`config.mk`:
```
export PLATFORM = sky130hd
export DESIGN_NAME = contiguous_block_allocator_flat
export DESIGN_NICKNAME = d
export VERILOG_FILES = /design/src/hw/rtl/cba_pkg.sv /design/src/hw/rtl/cba_ifs.sv /design/src/hw/rtl/cba_div.sv /design/src/hw/rtl/contiguous_block_allocator.sv /design/src/flat_wrapper.sv
export SDC_FILE = /design/constraint.sdc
export NUM_CORES = 2
export LEC_CHECK = 0
export ABC_AREA = 1
export BUFFER_PORTS_ARGS = -buffer_cell sky130_fd_sc_hd__buf_2
export CAP_MARGIN = 5
export CELL_PAD_IN_SITES_DETAIL_PLACEMENT = 1
export CELL_PAD_IN_SITES_GLOBAL_PLACEMENT = 2
export CORE_MARGIN = 1
export CORE_UTILIZATION = 40
export CTS_BUF_LIST = sky130_fd_sc_hd__clkbuf_2
export CTS_CLUSTER_SIZE = 40
export DETAILED_ROUTE_END_ITERATION = 6
export GPL_ROUTABILITY_DRIVEN = 0
export PLACE_DENSITY = 0.77
export SYNTH_ARGS = -nofsm -noshare
export SYNTH_HDL_FRONTEND = slang
export SYNTH_HIERARCHICAL = 1
export SYNTH_SLANG_ARGS = --single-unit
```
`constraint.sdc`:
```
create_clock -name clk -period 40.7 [get_ports clk]
set_input_delay 4.07 -clock clk [delete_from_list [all_inputs] [get_ports clk]]
set_output_delay 4.07 -clock clk [all_outputs]
set_load 0.01 [all_outputs]
```
`src/hw/rtl/cba_pkg.sv`:
```
// ---------------------------------------------------------------------------
// Contiguous block allocator package
// Field widths, reset values, request, status and register codes, sequencer states.
// ---------------------------------------------------------------------------
package cba_pkg;

  localparam int REQ_TYPE_W = 2;
  localparam int FILE_ID_W  = 6;
  localparam int NEW_SIZE_W = 23;
  localparam int STATUS_W   = 2;
  localparam int START_W    = 10;
  localparam int LEN_W      = 11;
  localparam int BB_W       = 13;
  localparam int BIU_W      = 11;
  localparam int CFG_IDX_W  = 1;
  localparam int CFG_DATA_W = 13;
  localparam int WIDE_W     = 24;
  localparam int DIV_CNT_W  = 5;

  localparam logic [BB_W-1:0]  BB_RESET  = 13'd64;
  localparam logic [BIU_W-1:0] BIU_RESET = 11'd1024;

  typedef enum logic [REQ_TYPE_W-1:0] {
    REQ_CREATE,
    REQ_DELETE,
    REQ_TRUNCATE,
    REQ_LOOKUP
  } req_type_t;

  typedef enum logic [STATUS_W-1:0] {
    ST_OK,
    ST_NOT_FOUND,
    ST_NO_SPACE,
    ST_EXISTS
  } status_t;

  typedef enum logic [CFG_IDX_W-1:0] {
    CFG_BLOCK_BYTES,
    CFG_BLOCKS_IN_USE
  } cfg_reg_t;

  typedef enum logic [3:0] {
    S_CLEAR,
    S_IDLE,
    S_MOD,
    S_LOOK,
    S_LOOKW,
    S_FREE,
    S_DIV,
    S_CMP,
    S_CHK,
    S_MARK,
    S_SUM,
    S_CSCAN,
    S_CPLACE,
    S_CFILL,
    S_DONE
  } state_t;

endpackage

```
`src/hw/rtl/cba_ifs.sv`:
```
// ---------------------------------------------------------------------------
// Contiguous block allocator channels
// Request, response and configuration valid/ready interfaces.
// ---------------------------------------------------------------------------
interface cba_req_if;
  import cba_pkg::*;
  logic                  valid;
  logic                  ready;
  logic [REQ_TYPE_W-1:0] req_type;
  logic [FILE_ID_W-1:0]  file_id;
  logic [NEW_SIZE_W-1:0] new_size;
  modport source (output valid, req_type, file_id, new_size, input ready);
  modport sink   (input valid, req_type, file_id, new_size, output ready);
endinterface

interface cba_rsp_if;
  import cba_pkg::*;
  logic                valid;
  logic                ready;
  logic [STATUS_W-1:0] status;
  logic [START_W-1:0]  start_block;
  logic [LEN_W-1:0]    length_blocks;
  logic                compacted;
  modport source (output valid, status, start_block, length_blocks, compacted, input ready);
  modport sink   (input valid, status, start_block, length_blocks, compacted, output ready);
endinterface

interface cba_cfg_if;
  import cba_pkg::*;
  logic                  valid;
  logic                  ready;
  logic [CFG_IDX_W-1:0]  index;
  logic [CFG_DATA_W-1:0] data;
  modport source (output valid, index, data, input ready);
  modport sink   (input valid, index, data, output ready);
endinterface

```
`src/hw/rtl/cba_div.sv`:
```
// ---------------------------------------------------------------------------
// Contiguous block allocator divider
// Restoring divider, one quotient bit per cycle, for the block count.
// ---------------------------------------------------------------------------
module cba_div (
  input  logic                           clk,
  input  logic                           rst,
  input  logic                           start,
  input  logic [cba_pkg::NEW_SIZE_W-1:0] dividend,
  input  logic [cba_pkg::BB_W-1:0]       divisor,
  output logic                           done,
  output logic [cba_pkg::NEW_SIZE_W-1:0] quotient,
  output logic                           rem_nz
);
  import cba_pkg::*;

  logic [NEW_SIZE_W-1:0] quo;
  logic [BB_W-1:0]       rem;
  logic [BB_W-1:0]       dvs;
  logic [DIV_CNT_W-1:0]  cnt;
  logic                  busy;
  logic [BB_W:0]         shifted;
  logic [BB_W:0]         trial;

  assign shifted  = {rem, quo[NEW_SIZE_W-1]};
  assign trial    = shifted - {1'b0, dvs};
  assign quotient = quo;
  assign rem_nz   = |rem;

  always_ff @(posedge clk) begin
    if (rst) begin
      busy <= 1'b0;
      done <= 1'b0;
      cnt  <= '0;
    end else begin
      done <= 1'b0;
      if (start) begin
        quo  <= dividend;
        rem  <= '0;
        dvs  <= divisor;
        cnt  <= DIV_CNT_W'(NEW_SIZE_W);
        busy <= 1'b1;
      end else if (busy) begin
        if (shifted >= {1'b0, dvs}) begin
          rem <= trial[BB_W-1:0];
          quo <= {quo[NEW_SIZE_W-2:0], 1'b1};
        end else begin
          rem <= shifted[BB_W-1:0];
          quo <= {quo[NEW_SIZE_W-2:0], 1'b0};
        end
        cnt <= cnt - 1'b1;
        if (cnt == DIV_CNT_W'(1)) begin
          busy <= 1'b0;
          done <= 1'b1;
        end
      end
    end
  end

endmodule

```
`src/hw/rtl/contiguous_block_allocator.sv`:
```
// ---------------------------------------------------------------------------
// Contiguous block allocator
// Block bitmap and extent table with create, delete, truncate, lookup and compaction.
// ---------------------------------------------------------------------------
// Usage:
//   req : one item per request (req_type, file_id, new_size).
//   rsp : one item per request (status, start_block, length_blocks, compacted).
//   cfg : register writes (block_bytes, blocks_in_use), taken every cycle;
//         write only while no request is in flight.
//   One request at a time: req.ready is high only when the sequencer is idle.
//   Per request: lookup and requests on a missing or existing file read the
//   extent table and respond; create scans the bitmap for the first free
//   block, over all usable blocks when none is free; delete clears the extent's
//   bitmap bits. Truncate runs the divider, then a shrink frees the tail blocks
//   and growth in place marks the grown blocks. A failed in-place check adds
//   the free-count pass over the file table; compaction then runs one table
//   pass per moved file plus a final one, and a MAX_BLOCKS bitmap rewrite.
//   A new request can be taken in the cycle after a response is registered.
//   After reset a clearing pass zeroes all MAX_BLOCKS bitmap entries; no
//   request is taken until it ends. A stalled response is held in its output
//   register and the next request is still accepted meanwhile.
// ---------------------------------------------------------------------------
module contiguous_block_allocator #(
  parameter int MAX_BLOCKS = 1024,
  parameter int MAX_FILES  = 64
) (
  input logic       clk,
  input logic       rst,
  cba_req_if.sink   req,
  cba_rsp_if.source rsp,
  cba_cfg_if.sink   cfg
);
  import cba_pkg::*;

  localparam int AW  = $clog2(MAX_BLOCKS);
  localparam int LW  = $clog2(MAX_BLOCKS + 1);
  localparam int FW  = $clog2(MAX_FILES);
  localparam int FCW = $clog2(MAX_FILES + 1);
  localparam int CW  = (LW > FCW) ? LW : FCW;
  localparam int IW  = (FW > FILE_ID_W) ? FW : FILE_ID_W;

  state_t state, state_next;

  logic [BB_W-1:0]      block_bytes;
  logic [BIU_W-1:0]     blocks_in_use;
  logic [MAX_FILES-1:0] file_valid;

  logic          bm_mem [MAX_BLOCKS];
  logic          bm_rd;
  logic          bm_we;
  logic [AW-1:0] bm_waddr;
  logic          bm_wdata;
  logic [AW-1:0] bm_raddr;

  logic [AW-1:0] ext_st_mem  [MAX_FILES];
  logic [LW-1:0] ext_len_mem [MAX_FILES];
  logic [AW-1:0] ext_rd_st;
  logic [LW-1:0] ext_rd_len;
  logic          ext_we;
  logic [FW-1:0] ext_waddr;
  logic [AW-1:0] ext_wst;
  logic [LW-1:0] ext_wlen;
  logic [FW-1:0] ext_raddr;

  req_type_t         op;
  logic [IW-1:0]     id_q;
  logic [NEW_SIZE_W-1:0] size_q;
  logic [LW-1:0]     nb;
  logic [CW-1:0]     cnt;
  logic [CW-1:0]     lim;
  logic [CW-1:0]     pidx;
  logic              pend;
  logic              mark_val;
  logic [AW-1:0]     cur_st;
  logic [LW-1:0]     cur_len;
  logic              valid_q;
  status_t           status_q;
  logic              comp_q;
  logic [WIDE_W-1:0] need;
  logic [WIDE_W-1:0] others;
  logic [LW-1:0]     next_pos;
  logic [AW-1:0]     prev_st;
  logic              have_prev;
  logic              best_found;
  logic [FW-1:0]     best_idx;
  logic [AW-1:0]     best_st;
  logic [LW-1:0]     best_len;

  logic                  out_valid;
  logic [STATUS_W-1:0]   out_status;
  logic [START_W-1:0]    out_start;
  logic [LEN_W-1:0]      out_len;
  logic                  out_comp;

  logic                  div_start;
  logic                  div_done;
  logic [NEW_SIZE_W-1:0] div_q;
  logic                  div_rem_nz;
  logic [BB_W-1:0]       div_dvs;

  logic [FW-1:0]     fidx;
  logic [FW-1:0]     pfile;
  logic [AW-1:0]     pblk;
  logic              scanning;
  logic              issue;
  logic              scan_end;
  logic [WIDE_W-1:0] st_w;
  logic [WIDE_W-1:0] len_w;
  logic [WIDE_W-1:0] nb_w;
  logic [WIDE_W-1:0] dq_w;
  logic [WIDE_W-1:0] need_calc;
  logic [LW-1:0]     nb_calc;
  logic              other_ok;
  logic              cand;
  logic              load;

  assign fidx      = id_q[FW-1:0];
  assign pfile     = pidx[FW-1:0];
  assign pblk      = pidx[AW-1:0];
  assign scanning  = (state == S_FREE) || (state == S_CHK) ||
                     (state == S_SUM) || (state == S_CSCAN);
  assign issue     = cnt < lim;
  assign scan_end  = !issue && !pend;
  assign st_w      = WIDE_W'(cur_st);
  assign len_w     = WIDE_W'(cur_len);
  assign nb_w      = WIDE_W'(nb);
  assign dq_w      = WIDE_W'(div_q) + WIDE_W'(div_rem_nz);
  assign need_calc = (dq_w == '0) ? WIDE_W'(1) : dq_w;
  assign nb_calc   = (WIDE_W'(blocks_in_use) > WIDE_W'(MAX_BLOCKS)) ?
                     LW'(MAX_BLOCKS) : LW'(blocks_in_use);
  assign other_ok  = file_valid[pfile] && (pfile != fidx);
  assign cand      = pend && other_ok && (!have_prev || (ext_rd_st > prev_st)) &&
                     (!best_found || (ext_rd_st < best_st));
  assign div_dvs   = (block_bytes == '0) ? BB_W'(1) : block_bytes;
  assign load      = (state == S_DONE) && (!out_valid || rsp.ready);

  cba_div u_div (
    .clk      (clk),
    .rst      (rst),
    .start    (div_start),
    .dividend (size_q),
    .divisor  (div_dvs),
    .done     (div_done),
    .quotient (div_q),
    .rem_nz   (div_rem_nz)
  );

  // next state
  always_comb begin
    state_next = state;
    case (state)
      S_CLEAR: begin
        if (cnt == CW'(MAX_BLOCKS - 1)) state_next = S_IDLE;
      end
      S_IDLE: begin
        if (req.valid) state_next = S_MOD;
      end
      S_MOD: begin
        if (WIDE_W'(id_q) < WIDE_W'(MAX_FILES)) state_next = S_LOOK;
      end
      S_LOOK: state_next = S_LOOKW;
      S_LOOKW: begin
        case (op)
          REQ_CREATE:   state_next = file_valid[fidx] ? S_DONE : S_FREE;
          REQ_DELETE:   state_next = file_valid[fidx] ? S_MARK : S_DONE;
          REQ_TRUNCATE: state_next = file_valid[fidx] ? S_DIV : S_DONE;
          default:      state_next = S_DONE;
        endcase
      end
      S_FREE: begin
        if ((pend && !bm_rd) || scan_end) state_next = S_DONE;
      end
      S_DIV: begin
        if (div_done) state_next = S_CMP;
      end
      S_CMP: begin
        if (need < len_w) state_next = S_MARK;
        else if (need == len_w) state_next = S_DONE;
        else if (st_w + need > nb_w) state_next = S_SUM;
        else state_next = S_CHK;
      end
      S_CHK: begin
        if (pend && bm_rd) state_next = S_SUM;
        else if (scan_end) state_next = S_MARK;
      end
      S_MARK: begin
        if (!issue) state_next = S_DONE;
      end
      S_SUM: begin
        if (scan_end) state_next = (others + need <= nb_w) ? S_CSCAN : S_DONE;
      end
      S_CSCAN: begin
        if (scan_end) state_next = S_CPLACE;
      end
      S_CPLACE: state_next = best_found ? S_CSCAN : S_CFILL;
      S_CFILL: begin
        if (cnt == CW'(MAX_BLOCKS - 1)) state_next = S_DONE;
      end
      S_DONE: begin
        if (!out_valid || rsp.ready) state_next = S_IDLE;
      end
      default: state_next = S_IDLE;
    endcase
  end

  // memory write ports and divider start
  always_comb begin
    bm_we     = 1'b0;
    bm_waddr  = cnt[AW-1:0];
    bm_wdata  = 1'b0;
    ext_we    = 1'b0;
    ext_waddr = fidx;
    ext_wst   = cur_st;
    ext_wlen  = LW'(need);
    div_start = 1'b0;
    case (state)
      S_CLEAR: bm_we = 1'b1;
      S_LOOKW: div_start = (op == REQ_TRUNCATE) && file_valid[fidx];
      S_FREE: begin
        if (pend && !bm_rd) begin
          bm_we    = 1'b1;
          bm_waddr = pblk;
          bm_wdata = 1'b1;
          ext_we   = 1'b1;
          ext_wst  = pblk;
          ext_wlen = LW'(1);
        end
      end
      S_CMP: ext_we = need < len_w;
      S_CHK: ext_we = scan_end;
      S_MARK: begin
        bm_we    = issue;
        bm_wdata = mark_val;
      end
      S_CPLACE: begin
        ext_we = 1'b1;
        if (best_found) begin
          ext_waddr = best_idx;
          ext_wst   = AW'(next_pos);
          ext_wlen  = best_len;
        end else begin
          ext_wst = AW'(next_pos);
        end
      end
      S_CFILL: begin
        bm_we    = 1'b1;
        bm_wdata = issue;
      end
      default: ;
    endcase
  end

  assign bm_raddr  = cnt[AW-1:0];
  assign ext_raddr = (state == S_LOOK) ? fidx : cnt[FW-1:0];

  assign req.ready         = (state == S_IDLE);
  assign cfg.ready         = 1'b1;
  assign rsp.valid         = out_valid;
  assign rsp.status        = out_status;
  assign rsp.start_block   = out_start;
  assign rsp.length_blocks = out_len;
  assign rsp.compacted     = out_comp;

  always_ff @(posedge clk) begin
    if (bm_we) bm_mem[bm_waddr] <= bm_wdata;
    bm_rd <= bm_mem[bm_raddr];
  end

  always_ff @(posedge clk) begin
    if (ext_we) begin
      ext_st_mem[ext_waddr]  <= ext_wst;
      ext_len_mem[ext_waddr] <= ext_wlen;
    end
    ext_rd_st  <= ext_st_mem[ext_raddr];
    ext_rd_len <= ext_len_mem[ext_raddr];
  end

  always_ff @(posedge clk) begin
    if (rst) begin
      state         <= S_CLEAR;
      cnt           <= '0;
      pend          <= 1'b0;
      file_valid    <= '0;
      block_bytes   <= BB_RESET;
      blocks_in_use <= BIU_RESET;
      out_valid     <= 1'b0;
    end else begin
      state <= state_next;

      if (cfg.valid) begin
        case (cfg_reg_t'(cfg.index))
          CFG_BLOCK_BYTES:   block_bytes   <= cfg.data[BB_W-1:0];
          CFG_BLOCKS_IN_USE: blocks_in_use <= cfg.data[BIU_W-1:0];
          default: ;
        endcase
      end

      pend <= scanning && issue;
      pidx <= cnt;
      if (scanning && issue) cnt <= cnt + 1'b1;

      case (state)
        S_CLEAR: cnt <= cnt + 1'b1;
        S_IDLE: begin
          if (req.valid) begin
            op     <= req_type_t'(req.req_type);
            id_q   <= IW'(req.file_id);
            size_q <= req.new_size;
            nb     <= nb_calc;
            comp_q <= 1'b0;
          end
        end
        S_MOD: begin
          if (WIDE_W'(id_q) >= WIDE_W'(MAX_FILES)) id_q <= id_q - IW'(MAX_FILES);
        end
        S_LOOKW: begin
          cur_st  <= ext_rd_st;
          cur_len <= ext_rd_len;
          valid_q <= file_valid[fidx];
          if (op == REQ_CREATE) status_q <= file_valid[fidx] ? ST_EXISTS : ST_OK;
          else status_q <= file_valid[fidx] ? ST_OK : ST_NOT_FOUND;
          if (op == REQ_DELETE && file_valid[fidx]) begin
            file_valid[fidx] <= 1'b0;
            valid_q          <= 1'b0;
          end
        end
        S_FREE: begin
          if (pend && !bm_rd) begin
            file_valid[fidx] <= 1'b1;
            valid_q          <= 1'b1;
            cur_st           <= pblk;
            cur_len          <= LW'(1);
          end else if (scan_end) begin
            status_q <= ST_NO_SPACE;
          end
        end
        S_DIV: begin
          if (div_done) need <= need_calc;
        end
        S_CMP: begin
          if (need < len_w) cur_len <= LW'(need);
        end
        S_CHK: begin
          if (scan_end) cur_len <= LW'(need);
        end
        S_MARK: begin
          if (issue) cnt <= cnt + 1'b1;
        end
        S_SUM: begin
          if (pend && other_ok) others <= others + WIDE_W'(ext_rd_len);
          if (scan_end && (others + need > nb_w)) status_q <= ST_NO_SPACE;
        end
        S_CSCAN: begin
          if (cand) begin
            best_found <= 1'b1;
            best_idx   <= pfile;
            best_st    <= ext_rd_st;
            best_len   <= ext_rd_len;
          end
        end
        S_CPLACE: begin
          if (best_found) begin
            next_pos  <= next_pos + best_len;
            prev_st   <= best_st;
            have_prev <= 1'b1;
          end else begin
            cur_st  <= AW'(next_pos);
            cur_len <= LW'(need);
            lim     <= CW'(next_pos) + CW'(LW'(need));
            comp_q  <= 1'b1;
          end
        end
        S_CFILL: cnt <= cnt + 1'b1;
        default: ;
      endcase

      // set up the loop of the state being entered
      if (state_next != state) begin
        case (state_next)
          S_FREE: begin
            cnt  <= '0;
            lim  <= CW'(nb);
            pend <= 1'b0;
          end
          S_CHK: begin
            cnt  <= CW'(cur_st) + CW'(cur_len);
            lim  <= CW'(st_w + need);
            pend <= 1'b0;
          end
          S_MARK: begin
            case (state)
              S_LOOKW: begin
                cnt      <= CW'(ext_rd_st);
                lim      <= CW'(ext_rd_st) + CW'(ext_rd_len);
                mark_val <= 1'b0;
              end
              S_CMP: begin
                cnt      <= CW'(st_w + need);
                lim      <= CW'(cur_st) + CW'(cur_len);
                mark_val <= 1'b0;
              end
              default: begin
                cnt      <= CW'(cur_st) + CW'(cur_len);
                lim      <= CW'(st_w + need);
                mark_val <= 1'b1;
              end
            endcase
          end
          S_SUM: begin
            cnt    <= '0;
            lim    <= CW'(MAX_FILES);
            pend   <= 1'b0;
            others <= '0;
          end
          S_CSCAN: begin
            cnt        <= '0;
            lim        <= CW'(MAX_FILES);
            pend       <= 1'b0;
            best_found <= 1'b0;
            if (state == S_SUM) begin
              next_pos  <= '0;
              have_prev <= 1'b0;
            end
          end
          S_CFILL: cnt <= '0;
          default: ;
        endcase
      end

      if (load) out_valid <= 1'b1;
      else if (rsp.ready) out_valid <= 1'b0;
    end
  end

  always_ff @(posedge clk) begin
    if (load) begin
      out_status <= status_q;
      out_start  <= valid_q ? START_W'(cur_st) : '0;
      out_len    <= valid_q ? LEN_W'(cur_len) : '0;
      out_comp   <= comp_q;
    end
  end

endmodule

```
`src/flat_wrapper.sv`:
```
// flat-port wrapper written by rule: the top's interface ports become plain ports
module contiguous_block_allocator_flat import cba_pkg::*;
#(
  parameter int MAX_BLOCKS = 1024,
  parameter int MAX_FILES  = 64
)
  (clk, rst, req_valid, req_req_type, req_file_id, req_new_size, req_ready, rsp_valid, rsp_status, rsp_start_block, rsp_length_blocks, rsp_compacted, rsp_ready, cfg_valid, cfg_index, cfg_data, cfg_ready);
  cba_req_if req_i ();
  cba_rsp_if rsp_i ();
  cba_cfg_if cfg_i ();
  input logic clk;
  input logic rst;
  input wire logic [$bits(req_i.valid)-1:0] req_valid;
  input wire logic [$bits(req_i.req_type)-1:0] req_req_type;
  input wire logic [$bits(req_i.file_id)-1:0] req_file_id;
  input wire logic [$bits(req_i.new_size)-1:0] req_new_size;
  output wire logic [$bits(req_i.ready)-1:0] req_ready;
  output wire logic [$bits(rsp_i.valid)-1:0] rsp_valid;
  output wire logic [$bits(rsp_i.status)-1:0] rsp_status;
  output wire logic [$bits(rsp_i.start_block)-1:0] rsp_start_block;
  output wire logic [$bits(rsp_i.length_blocks)-1:0] rsp_length_blocks;
  output wire logic [$bits(rsp_i.compacted)-1:0] rsp_compacted;
  input wire logic [$bits(rsp_i.ready)-1:0] rsp_ready;
  input wire logic [$bits(cfg_i.valid)-1:0] cfg_valid;
  input wire logic [$bits(cfg_i.index)-1:0] cfg_index;
  input wire logic [$bits(cfg_i.data)-1:0] cfg_data;
  output wire logic [$bits(cfg_i.ready)-1:0] cfg_ready;
  assign req_i.valid = req_valid;
  assign req_i.req_type = req_req_type;
  assign req_i.file_id = req_file_id;
  assign req_i.new_size = req_new_size;
  assign req_ready = req_i.ready;
  assign rsp_valid = rsp_i.valid;
  assign rsp_status = rsp_i.status;
  assign rsp_start_block = rsp_i.start_block;
  assign rsp_length_blocks = rsp_i.length_blocks;
  assign rsp_compacted = rsp_i.compacted;
  assign rsp_i.ready = rsp_ready;
  assign cfg_i.valid = cfg_valid;
  assign cfg_i.index = cfg_index;
  assign cfg_i.data = cfg_data;
  assign cfg_ready = cfg_i.ready;
  contiguous_block_allocator #(.MAX_BLOCKS(MAX_BLOCKS), .MAX_FILES(MAX_FILES)) u_core (.clk(clk), .rst(rst), .req(req_i), .rsp(rsp_i), .cfg(cfg_i));
endmodule
```
==> results.txt <==
----------------------------------------------------
[Status]
  Outcome ... finished, final reports clean

[Worst setup path]
  Buffering stage count on the worst path with inverters included ... 2
  Worst setup startpoint ... u_core/state[3]$_SDFF_PP0_
  CP max stage delay ... between 0.3 and 0.4 ns
  Slack of the worst reg-to-reg path ... between 30 and 40 ns
  Required arrival time at the worst endpoint ... between 30 and 40 ns
  Destination of the worst register-to-register timing path ... u_core/bm_mem[787]$_DFFE_PP_
  Critical path type ... reg2out
  Setup crit start kind ... flop
  Crit path cell chain ... nor2_1 > nand2_1 > inv_1 > buf_2
  Crit end category ... output pin
  Worst R2R Path Depth ... 12
  Critical Path Slowest Stage Cell ... dfxtp_1
  Maximum net fanout on the critical path ... 7
  Arrival time worst endpoint ... between 3 and 4 ns
  Reg-to-Reg Start ... u_core/state[2]$_SDFF_PP0_
  Cell family with most CP delay ... simple AND/OR/NAND/NOR gates

[Timing]
  Number of max-slew violations in the final report ... 0
  Setup TNS ... 0 ns
  Highest attainable clock frequency ... 0.138 GHz
  Post-Route Skew ... 0.288 ns
  Final hold viol count ... 0
  Slew of the pin with the lowest slew margin ... approximately 1.3 ns
  Clock period minus worst slack ... 7.24 ns
  Worst slew margin ... a little over a tenth
  Tcrit/Tclk final ... 17.8%
  Worst-case setup margin in the final layout ... around 33 ns
  Final-report setup violation count ... 0
  RSZ-0062 raised after global routing ... false

[Routing]
  Routed WL ... 424 mm
  DRC Markers ... 0
  Vias ... 94300
  Vias per std cell ... around 5.7
  WL/cell ... roughly 26 um
  Number of routed nets with antenna violations ... 0
  Violation count after the first detailed-routing iteration ... ~8600
  Number of iterations in the first detailed-routing pass ... 6

[Die]
  Horiz. Die Dim ... around 560 um
  Number of cell rows ... 203
  Effective utilization at floorplan ... 40.3%
  Core region area ... between 0.3 and 0.4 mm2
  DIE AREA ... 0.311 mm2
  Die Y-Extent ... 558 um
  Number of top-level pins ... between 70 and 80

[Clock tree]
  Count of H-tree levels built during CTS ... 6
  Post-CTS clock slew at the launch and capture registers of the worst setup and hold paths ... ~0.11 ns
  Maximum clock insertion buffer count ... 4
  Post-CTS Resized ... 0
  Root buffer cell ... clkbuf_2
  Number of post-CTS setup repair buffers ... 0
  CTS sink count ... between 2000 and 3000
  Total clock buffers created by CTS ... 726
  CTS tree ... done
  Count of hold buffers inserted by post-cts repair ... 0
  Worst-Skew Late Latency ... 2.17 ns

[Layout]
  Highest-count cells in the layout ignoring fill and taps ... 2726 x nor2_1, 2628 x edfxtp_1, 1574 x o21ai_0, 1096 x clkbuf_2, 985 x nand2_1
  Post-route core utilization ... 44.0%
  Cell Count, Final, Fillers Out ... approximately 16000
  Most common cell after layout, fill and taps aside ... nor2_1
  Number of nets in the layout ... about 12000
  Area Growth Syn to Fin ... 9.06%
  Layout cell share with drive strength beyond 1 ... 13.7%

[Yosys]
  Avg Synthesized Cell Area ... about 11 um2
  Leading cell types by total area after synthesis ... edfxtp_1 64%, nor2_1 8.4%, o21ai_0 6.4%
  Basic-gate share of the synthesized area counting and, or, nand and nor cells ... between 10% and 20%
  XOR/XNOR Fraction of Synth Area ... less than 1%
  Largest area contributor in the synthesized netlist ... edfxtp_1
  Number of enable-type register cells in the synthesized netlist ... about 2600
  Post-synthesis share of cell area spent on full adders, half adders and majority gates ... about 1.8%
  Sequential fraction of the synthesis area ... about two thirds
  Unique masters post-synth ... between 70 and 80
  Post-synthesis cell area ... around 0.12 mm2
  Dominant synthesized flop cell ... edfxtp_1
  Post-synthesis net count ... roughly 12000
  Synth Instances ... ~12000
  Mux cell area share after synthesis ... less than 1%
  Synth Register Bits ... about 2800
  Fraction of the mapped netlist area in compound gates ... 13.1%
  Dominant combinational cell family by area after synthesis ... simple AND/OR/NAND/NOR gates
  Share of synthesized registers carrying an async set or reset ... 0%
  Yosys top cell area share ... 63.8%
  YS warnings ... 6

[Placement]
  Worst setup timing slack at the placement stage ... approximately 34 ns
  Placed wire-length estimate after detailed placement ... 243 mm
  Cells after DPL ... approximately 15000
  IO buf count ... 75

[Pwr]
  Leakage dissipation ... 0.0447 uW
  Worst voltage drop across the vdd grid ... around 0.024 mV
  Power after layout ... about 5500 uW
  Power density normalized to cell area ... about 41 mW/mm2

[Global route]
  Total global routing track utilization ... 26.6%
  Global-route wire length before repair ... 620 mm
  Maximum number of pins on one net before global-route repair ... 209
  Via count of the first global-routing pass ... ~97000
  Initial antenna violation count ... 13
  GRT overflow ... 0

[Min path]
  WHS Path Cells ... 0
  Path type of the worst min-delay path ... reg2reg
  Worst Hold Endpoint ... u_core/rsp.compacted$_DFFE_PP_
  Hold Startpoint ... u_core/comp_q$_DFFE_PP_

[Job]
  Max capacitance violation total ... 0

----------------------------------------------------
power by group:
part           leakage, uW  internal (uW)  switching [uW]
Clock              0.00507            781            1200
Combinational       0.0162            123             328
Sequential          0.0234           3070            24.8
metal layers:
layer / part of all wire (%) / up-vias / track usage, %
met2: 48 / 3344 / 43.8
met5: 0.016 / - / 0
met1: 43 / 48300 / 35.6
met4: 3.0 / 10 / 9.03
li1: - / 41900 / -
met3: 6.6 / 791 / 4.11
synthesized netlist by cell type, drive strengths merged, types with 4 or more instances:
cell and number:
a21oi 248, o21ai 1613, a211oi 4, nand3b 8, buf 189, o21a 7
or2 7, o221ai 176, nand3 354, nand2 1055, a221oi 20, a21boi 6
mux2i 5, nand4 35, o211ai 178, nor2 2791, xor2 79, inv 560
o22ai 510, a31oi 16, nor4 18, clkbuf 617, a21o 7, o32ai 4
nor3 63, dfxtp 134, edfxtp 2628, ha 165, fa 8, clkinv 6
xnor2 20, o2111ai 6, o21bai 9
state kept, by name, indices dropped and copies added, names as in the netlist, 11 cells and up, named ones only:
| register | cells |
|---|---|
| u_core/u_div/quotient | 23 |
| u_core/u_div/rem | 13 |
| u_core/rsp.length_blocks | 11 |
| u_core/ext_rd_len | 11 |
| u_core/best_len | 11 |
| u_core/others | 24 |
| u_core/nb | 11 |
| u_core/ext_st_mem | 640 |
| u_core/size_q | 23 |
| u_core/ext_len_mem | 704 |
| u_core/bm_mem | 1024 |
| u_core/blocks_in_use | 11 |
| u_core/next_pos | 11 |
| u_core/need | 24 |
| u_core/cur_len | 11 |
| u_core/lim | 11 |
| u_core/block_bytes | 13 |
| u_core/cnt | 11 |
| u_core/u_div/dvs | 13 |
area by class of cell:
class | count | area, um2
antenna | 9 | 22.5
clock buffer | 1096 | 5490
clock inverter | 181 | 1140
fill | 34100 | 172000
inverter | 566 | 2160
multi-input combinational | 7435 | 37100
sequential | 2762 | 81600
tap | 4100 | 5130
timing repair buffer | 300 | 2150
worst max-delay path by stage:
stage                                 endpoint  slack, ns  depth (start not counted)
finish                               req_ready      33.46                          4
global placement       u_core/lim[7]$_DFFE_PN_      33.58                         14
detailed placement     u_core/lim[8]$_DFFE_PN_      33.56                         14
floorplan           u_core/bm_mem[0]$_DFFE_PP_       7.66                          7
global route                         req_ready      33.29                          4
CTS                                  req_ready      33.22                          4
through the flow:
step | instance area (um2) | hold slack, ns
2_1_floorplan | 124000 | 0.400
3_3_place_gp | 128000 | 0.400
3_5_place_dp | 128000 | 0.408
4_1_cts | 135000 | 0.419
5_1_grt | 135000 | 0.433
6_report | 135000 | 0.422
logic make-up after synthesis:
group	count (synthesis)
AO/OA/AOI/OAI	2818
XOR/XNOR	99
adder cells (fa/ha/maj)	173
buffers and inverters	1372
flip-flops	2762
multiplexers	6
other	1
AND/OR/NAND/NOR	4338
Power figures use the tool's default switching activity.
